### config.mk
export PLATFORM = sky130hd
export DESIGN_NAME = serial_line_editor_echo_top
export DESIGN_NICKNAME = d
export VERILOG_FILES = /design/src/sv/sle_pkg.sv /design/src/sv/sle_line_ram.sv /design/src/sv/sle_ctrl.sv /design/src/sv/serial_line_editor_echo_top.sv
export SDC_FILE = /design/constraint.sdc
export NUM_CORES = 1
export LEC_CHECK = 0
export ABC_AREA = 1
export BUFFER_PORTS_ARGS = -buffer_cell sky130_fd_sc_hd__buf_2
export CAP_MARGIN = 20
export CORE_MARGIN = 10
export CORE_UTILIZATION = 60
export DETAILED_ROUTE_END_ITERATION = 16
export GPL_TIMING_DRIVEN = 0
export HOLD_SLACK_MARGIN = 0.12
export PLACE_DENSITY = 0.88
export SYNTH_ARGS = -nofsm -noshare
export SYNTH_HDL_FRONTEND = slang
export SYNTH_HIERARCHICAL = 1
export SYNTH_SLANG_ARGS = --single-unit
### constraint.sdc
create_clock -name clk -period 4.3 [get_ports clk]
set_clock_uncertainty 0.2 [all_clocks]
set_input_delay 0 -clock clk [delete_from_list [all_inputs] [get_ports clk]]
set_output_delay 0 -clock clk [all_outputs]
set_load 0.01 [all_outputs]
### src/sv/sle_pkg.sv
package sle_pkg;

  localparam int LINE_MAX = 20;
  localparam int CNT_W    = $clog2(LINE_MAX + 1);
  localparam int ADDR_W   = (LINE_MAX > 1) ? $clog2(LINE_MAX) : 1;
  localparam int BYTE_W   = 8;
  localparam int LEN_W    = 5;
  localparam int LEN_SAT  = 31;

  localparam logic [BYTE_W-1:0] BYTE_CR = 8'd13;
  localparam logic [BYTE_W-1:0] BYTE_BS = 8'd8;
  localparam logic [BYTE_W-1:0] BYTE_SP = 8'd32;

  typedef enum logic [1:0] {
    KIND_ECHO = 2'd0,
    KIND_CHAR = 2'd1,
    KIND_END  = 2'd2
  } kind_t;

  // Access to the line store from the controller.
  typedef struct packed {
    logic              we;
    logic              re;
    logic [ADDR_W-1:0] addr;
    logic [BYTE_W-1:0] wdata;
  } ram_req_t;

  // Line length as it travels in an end marker, saturated to the field.
  function automatic logic [LEN_W-1:0] len_field(input logic [CNT_W-1:0] n);
    int v;
    v = int'(n);
    return (v > LEN_SAT) ? LEN_W'(LEN_SAT) : LEN_W'(v);
  endfunction

endpackage

### src/sv/sle_line_ram.sv
module sle_line_ram (
  input  logic                           clk,
  input  sle_pkg::ram_req_t              req,
  output logic [sle_pkg::BYTE_W-1:0]     rdata
);

  logic [sle_pkg::BYTE_W-1:0] mem [sle_pkg::LINE_MAX];
  logic [sle_pkg::BYTE_W-1:0] rdata_r;

  always_ff @(posedge clk) begin
    if (req.we) begin
      mem[req.addr] <= req.wdata;
    end
    if (req.re) begin
      rdata_r <= mem[req.addr];
    end
  end

  assign rdata = rdata_r;

endmodule

### src/sv/sle_ctrl.sv
module sle_ctrl (
  input  logic                           clk,
  input  logic                           rst_n,
  input  logic                           in_tvalid,
  output logic                           in_tready,
  input  logic [sle_pkg::BYTE_W-1:0]     in_byte,
  output logic                           out_tvalid,
  input  logic                           out_tready,
  output logic [sle_pkg::BYTE_W-1:0]     out_byte,
  output sle_pkg::kind_t                 out_kind,
  output logic [sle_pkg::LEN_W-1:0]      out_len,
  output logic                           out_last,
  output sle_pkg::ram_req_t              ram_req,
  input  logic [sle_pkg::BYTE_W-1:0]     ram_rdata
);

  typedef enum logic [2:0] {S_IDLE, S_SP, S_BS, S_RD, S_CH, S_END} state_t;

  state_t                    state_r;
  logic [sle_pkg::CNT_W-1:0] count_r;
  logic [sle_pkg::CNT_W-1:0] len_r;
  logic [sle_pkg::CNT_W-1:0] idx_r;
  logic [sle_pkg::CNT_W-1:0] idx_nxt;
  logic                      out_valid_r;
  logic [sle_pkg::BYTE_W-1:0] out_byte_r;
  sle_pkg::kind_t            out_kind_r;
  logic [sle_pkg::LEN_W-1:0] out_len_r;
  logic                      out_last_r;

  logic can_load;
  logic out_load;
  logic in_acc;
  logic is_cr;
  logic is_bs;
  logic has_room;

  assign can_load  = !out_valid_r || out_tready;
  assign in_tready = (state_r == S_IDLE) && can_load;
  assign in_acc    = in_tvalid && in_tready;
  assign is_cr     = (in_byte == sle_pkg::BYTE_CR);
  assign is_bs     = (in_byte == sle_pkg::BYTE_BS);
  assign has_room  = (count_r < sle_pkg::CNT_W'(sle_pkg::LINE_MAX));
  assign idx_nxt   = idx_r + sle_pkg::CNT_W'(1);
  assign out_load  = in_acc || ((state_r inside {S_SP, S_BS, S_CH, S_END}) && can_load);

  // Writes happen only on an accepted beat in idle and reads only later in a
  // carriage-return walk, so the two never touch one entry in one cycle.
  always_comb begin
    ram_req.we    = in_acc && !is_cr && !is_bs && has_room;
    ram_req.re    = (state_r == S_RD);
    ram_req.addr  = (state_r == S_RD) ? idx_r[sle_pkg::ADDR_W-1:0]
                                      : count_r[sle_pkg::ADDR_W-1:0];
    ram_req.wdata = in_byte;
  end

  always_ff @(posedge clk) begin
    if (!rst_n) begin
      state_r     <= S_IDLE;
      count_r     <= '0;
      out_valid_r <= 1'b0;
    end else begin
      if (out_tready && !out_load) begin
        out_valid_r <= 1'b0;
      end
      case (state_r)
        S_IDLE: begin
          if (in_acc) begin
            out_valid_r <= 1'b1;
            out_byte_r  <= in_byte;
            out_kind_r  <= sle_pkg::KIND_ECHO;
            out_len_r   <= '0;
            out_last_r  <= !(is_cr || (is_bs && (count_r != '0)));
            if (is_cr) begin
              len_r      <= count_r;
              idx_r      <= '0;
              count_r    <= '0;
              state_r    <= (count_r == '0) ? S_END : S_RD;
            end else if (is_bs) begin
              if (count_r != '0) begin
                count_r    <= count_r - sle_pkg::CNT_W'(1);
                state_r    <= S_SP;
              end
            end else if (has_room) begin
              count_r <= count_r + sle_pkg::CNT_W'(1);
            end
          end
        end
        S_SP: begin
          if (can_load) begin
            out_valid_r <= 1'b1;
            out_byte_r  <= sle_pkg::BYTE_SP;
            out_kind_r  <= sle_pkg::KIND_ECHO;
            out_len_r   <= '0;
            out_last_r  <= 1'b0;
            state_r     <= S_BS;
          end
        end
        S_BS: begin
          if (can_load) begin
            out_valid_r <= 1'b1;
            out_byte_r  <= sle_pkg::BYTE_BS;
            out_kind_r  <= sle_pkg::KIND_ECHO;
            out_len_r   <= '0;
            out_last_r  <= 1'b1;
            state_r     <= S_IDLE;
          end
        end
        S_RD: begin
          state_r <= S_CH;
        end
        S_CH: begin
          // The read data register holds until the next read is issued.
          if (can_load) begin
            out_valid_r <= 1'b1;
            out_byte_r  <= ram_rdata;
            out_kind_r  <= sle_pkg::KIND_CHAR;
            out_len_r   <= '0;
            out_last_r  <= 1'b0;
            idx_r       <= idx_nxt;
            state_r     <= (idx_nxt == len_r) ? S_END : S_RD;
          end
        end
        S_END: begin
          if (can_load) begin
            out_valid_r <= 1'b1;
            out_byte_r  <= '0;
            out_kind_r  <= sle_pkg::KIND_END;
            out_len_r   <= sle_pkg::len_field(len_r);
            out_last_r  <= 1'b1;
            state_r     <= S_IDLE;
          end
        end
        default: begin
          state_r <= S_IDLE;
        end
      endcase
    end
  end

  assign out_tvalid = out_valid_r;
  assign out_byte   = out_byte_r;
  assign out_kind   = out_kind_r;
  assign out_len    = out_len_r;
  assign out_last   = out_last_r;

  a_count_max: assert property (@(posedge clk) disable iff (!rst_n)
    count_r <= sle_pkg::CNT_W'(sle_pkg::LINE_MAX))
    else $error("character count beyond line capacity");

  a_walk_in_line: assert property (@(posedge clk) disable iff (!rst_n)
    (state_r == S_RD || state_r == S_CH) |-> (idx_r < len_r))
    else $error("line walk index beyond stored length");

  a_write_idle: assert property (@(posedge clk) disable iff (!rst_n)
    ram_req.we |-> (state_r == S_IDLE && !ram_req.re))
    else $error("line store written outside idle");

  a_cr_echo: assert property (@(posedge clk) disable iff (!rst_n)
    (in_acc && is_cr) |=> (out_valid_r && out_kind_r == sle_pkg::KIND_ECHO
                           && !out_last_r && count_r == '0))
    else $error("carriage return echo not marked as leading beat");

endmodule

### src/sv/serial_line_editor_echo_top.sv
// The echo beat is presented in the cycle after the input beat is taken.
// A backspace on a non-empty line adds a space and a backspace to its echo; a
// carriage return adds each stored character, read from the line store, then an
// end marker. Stalls hold each step, and no new byte is taken until all is sent.
// Reset (rst_n low, synchronous) empties the line and the output register; the
// line store itself keeps its contents and needs no clearing pass.
module serial_line_editor_echo_top (
  input  logic        clk,
  input  logic        rst_n,
  input  logic        in_tvalid,
  output logic        in_tready,
  input  logic [7:0]  in_tdata,   // [7:0] rx_byte
  output logic        out_tvalid,
  input  logic        out_tready,
  output logic [15:0] out_tdata,  // [7:0] out_byte, [12:8] line_length, rest zero
  output logic [1:0]  out_tuser,  // [1:0] out_kind
  output logic        out_tlast
);

  sle_pkg::ram_req_t              ram_req;
  logic [sle_pkg::BYTE_W-1:0]     ram_rdata;
  logic [sle_pkg::BYTE_W-1:0]     out_byte;
  sle_pkg::kind_t                 out_kind;
  logic [sle_pkg::LEN_W-1:0]      out_len;

  sle_ctrl u_ctrl (
    .clk        (clk),
    .rst_n      (rst_n),
    .in_tvalid  (in_tvalid),
    .in_tready  (in_tready),
    .in_byte    (in_tdata),
    .out_tvalid (out_tvalid),
    .out_tready (out_tready),
    .out_byte   (out_byte),
    .out_kind   (out_kind),
    .out_len    (out_len),
    .out_last   (out_tlast),
    .ram_req    (ram_req),
    .ram_rdata  (ram_rdata)
  );

  sle_line_ram u_ram (
    .clk   (clk),
    .req   (ram_req),
    .rdata (ram_rdata)
  );

  assign out_tdata = {3'b000, out_len, out_byte};
  assign out_tuser = out_kind;

endmodule
==> flow_summary.toml <==
[status]
status = "finished, final reports clean"

[sta]
rsz0062_at_grt = "no"
setup_tns_ps = 0
fin_crit_ps = 3910
setup_viol = 0
slew_viol_final = 0
relSlewSlack_pct = 34.1
worstMarginPinSlew_ps = 984
hold_viol = 0
final.period_utilization_pct = 90.9
timing.fmax_mhz = 256

[clock_tree]
cts-root-buf = "clkbuf_16"
tritoncts = "built"
cts_buffer_depth = 3
cts_made_buffers = 20
clk_pin_slew_ps = 70
htreeDepth = 1
cts_repair_resize_count = 0
clk_latency_ps = 510
post_cts_buffers = 0
clock_sinks = 203

[logic_synthesis]
ys_ff_latch = 203
synthCells = 911
synth-async-reset-ratio_pct = 0
synth_edf_count = 194
syn_area_um2 = 9150
synth_cell_type_count = 35
ys_seq_area_share_pct = 65.7
syn_avg_cell_area_um2 = 10.0
synth_flop_cell = "edfxtp_1"
ys_warn_count = 6

[placement]
dpl.hpwl_mm = 14.0
io_buffers = 29
gp_congestion = 0.929

[pwr]
p_per_area_nw_per_um2 = 423
internal_power_mw = 3.41
p_seq_share_pct = 49.8
ir_worst_vdd_v = 0.000242
leakage_nw = 4.37
switching_share_pct = 22.8
power_mw = 4.42
p_switching_mw = 1.01
clockPowerShare_pct = 41.4
combPwrFrac_pct = 8.8

[setup_path]
worstSetupPathType = "register to register"
rr_endpoint = "u_ram/mem[12][4]$_DFFE_PP_"
r2r_slack_ps = 390
reg2reg_from = "u_ctrl/state_r[1]$_SDFFE_PN0P_"
worstPathArrival_ps = 3850
cp-end-kind = "register"
required_ps = 4240
critPathLaunchType = "register"
reg2regPathDepth = 9
critPathMaxFanout = 17

[worst_hold_path]
hold_class = "input pin to register"
min_path_cells = 4
holdPathEnd = "u_ctrl/out_byte[5]$_DFFE_PP_"
min-delay-start = "in_tdata[5]"

[drt]
wl_per_cell_um = 19.2
wirelength_mm = 22.8
drt-initial-drc-count = 1028
via_per_inst = 5.89
num_vias = 6997
drc_errors = 0
antenna_left = 0
drt_pass1_iterations = 7

[die]
row_count = 45
num_io_pins = 33
die_width_um = 143
start_util_pct = 60.6
die_height_um = 143
core_area_um2 = 15100
die-area_um2 = 20600

[final_layout]
fin_util_pct = 69.2
area_delta_synth_final_pct = 14.2
final_nets = 1003
diodes = 0
drive_gt1_share_pct = 12.7

[global_route]
gr-total-overflow = 0
grt_pass1_wl_mm = 35.5
grt_pass1_vias = 6638
grt_usage_pct = 22.2
grt_max_degree = 21
antenna_found_initial = 0

[run]
cap_violations = 0
worst max-delay path, stage by stage (launching register included):
cell and delay [ps]:
dfxtp_1 460, inv_1 120, nor3_1 360, buf_2 380, nand2_1 80, o21ai_0 280
inv_1 200, nor3_2 600, inv_1 190, nor2_1 660
power by group through the flow:
| stage | Combinational, mW | Sequential, mW | Clock, mW |
|---|---|---|---|
| finish | 0.390 | 2.20 | 1.83 |
| detailed placement | 0.353 | 2.24 | 0 |
| CTS | 0.375 | 2.20 | 1.84 |
| global placement | 0.341 | 2.24 | 0 |
| floorplan | 0.235 | 2.24 | 0 |
| global route | 0.422 | 2.20 | 1.93 |
layout make-up:
| type | instances | area [µm²] |
|---|---|---|
| Buffer | 38 | 273 |
| Clock buffer | 23 | 512 |
| Clock inverter | 12 | 186 |
| Fill cell | 953 | 4640 |
| Inverter | 67 | 256 |
| Multi-Input combinational cell | 605 | 2620 |
| Sequential cell | 203 | 6010 |
| Tap cell | 188 | 235 |
| Timing Repair Buffer | 51 | 360 |
metrics by stage:
step / std cells / hold slack [ps] / setup WS [ps] / instance area (µm²)
global placement: 1130 / 83.9 / 701 / 9530
floorplan: 913 / -64.3 / 1460 / 9150
global route: 1187 / 211 / 264 / 10400
detailed placement: 1130 / 95.7 / 535 / 9530
CTS: 1186 / 149 / 506 / 10400
finish: 1187 / 188 / 393 / 10400
worst max-delay path by stage:
stage / cells past startpoint / start / endpoint
floorplan: 9 / u_ctrl/state_r[1]$_SDFFE_PN0P_ / u_ram/mem[12][0]$_DFFE_PP_
global placement: 9 / u_ctrl/state_r[1]$_SDFFE_PN0P_ / u_ram/mem[13][1]$_DFFE_PP_
detailed placement: 9 / u_ctrl/state_r[1]$_SDFFE_PN0P_ / u_ram/mem[13][3]$_DFFE_PP_
CTS: 9 / u_ctrl/state_r[1]$_SDFFE_PN0P_ / u_ram/mem[12][1]$_DFFE_PP_
global route: 9 / u_ctrl/state_r[1]$_SDFFE_PN0P_ / u_ram/mem[13][0]$_DFFE_PP_
finish: 9 / u_ctrl/state_r[1]$_SDFFE_PN0P_ / u_ram/mem[12][4]$_DFFE_PP_
cell usage in the layout (no fill, tap or decap), types with 5 or more instances in the layout:
master / Yosys / routed
dlygate4sd3_1: 0 / 21
nand2_1: 418 / 418
buf_6: 8 / 8
dfxtp_1: 9 / 9
inv_2: 8 / 8
clkinv_2: 0 / 5
nor2_1: 73 / 73
clkbuf_1: 3 / 6
nor2_4: 6 / 6
nand3_1: 32 / 32
inv_1: 58 / 58
buf_4: 15 / 15
buf_2: 11 / 40
nand4_1: 8 / 8
o21ai_0: 16 / 16
edfxtp_1: 194 / 194
a21oi_1: 12 / 12
clkbuf_16: 0 / 20
cell usage after synthesis, types with 2 or more instances:
master    number  share of area (%)
buf_4         15                1.2
nand3_2        2               0.22
nor2_1        73                3.0
ha_1           4               0.55
inv_2          8               0.33
nor4_1         3               0.21
nand2_4        4               0.49
clkbuf_1       3               0.12
buf_6          8               0.99
nand3_1       32                1.8
nand2_1      418                 17
inv_1         58                2.4
nor3_1         4               0.22
o21ai_0       16               0.88
xor2_1         3               0.29
dfxtp_1        9                2.0
nand4_1        8               0.55
buf_2         11               0.60
a31oi_1        2               0.14
nand2_2        2               0.14
edfxtp_1     194                 64
a21oi_1       12               0.66
nor3_2         4               0.44
nor2_4         6               0.74
a21oi_2        2               0.19
routing by layer:
metal | part of all wire, % | up-vias | GRT usage (%)
li1 | - | 3109 | -
met1 | 36 | 3264 | 27.1
met2 | 48 | 515 | 37.8
met3 | 11 | 109 | 4.29
met4 | 4.5 | 0 | 8.87
met5 | 0 | - | 0
sequential cells by signal (all words and copies together) (netlist names):
name / flops
u_ctrl/out_kind: 2
u_ctrl/out_last: 1
u_ctrl/state_r: 3
u_ram/rdata: 8
u_ctrl/out_len: 5
u_ctrl/count_r: 5
u_ram/mem: 160
u_ctrl/len_r: 5
u_ctrl/out_tvalid: 1
u_ctrl/idx_r: 5
u_ctrl/out_byte: 8
kinds of logic after synthesis:
| family | count (synthesis) | share of synthesized area, % |
|---|---|---|
| compound gates | 34 | 2.03 |
| xor+xnor | 4 | 0.383 |
| fa+ha+maj | 5 | 0.766 |
| buf+inv | 105 | 5.79 |
| flops | 203 | 65.7 |
| other cells | 1 | 0.0410 |
| simple gates | 559 | 25.3 |
repair_timing:
item | in CTS | in global routing
hold buffers | 21 | 0
endpoints found under the hold margin | 204 | 0
setup endpoints to repair | 0 | 0
Power figures use the tool's default switching activity.
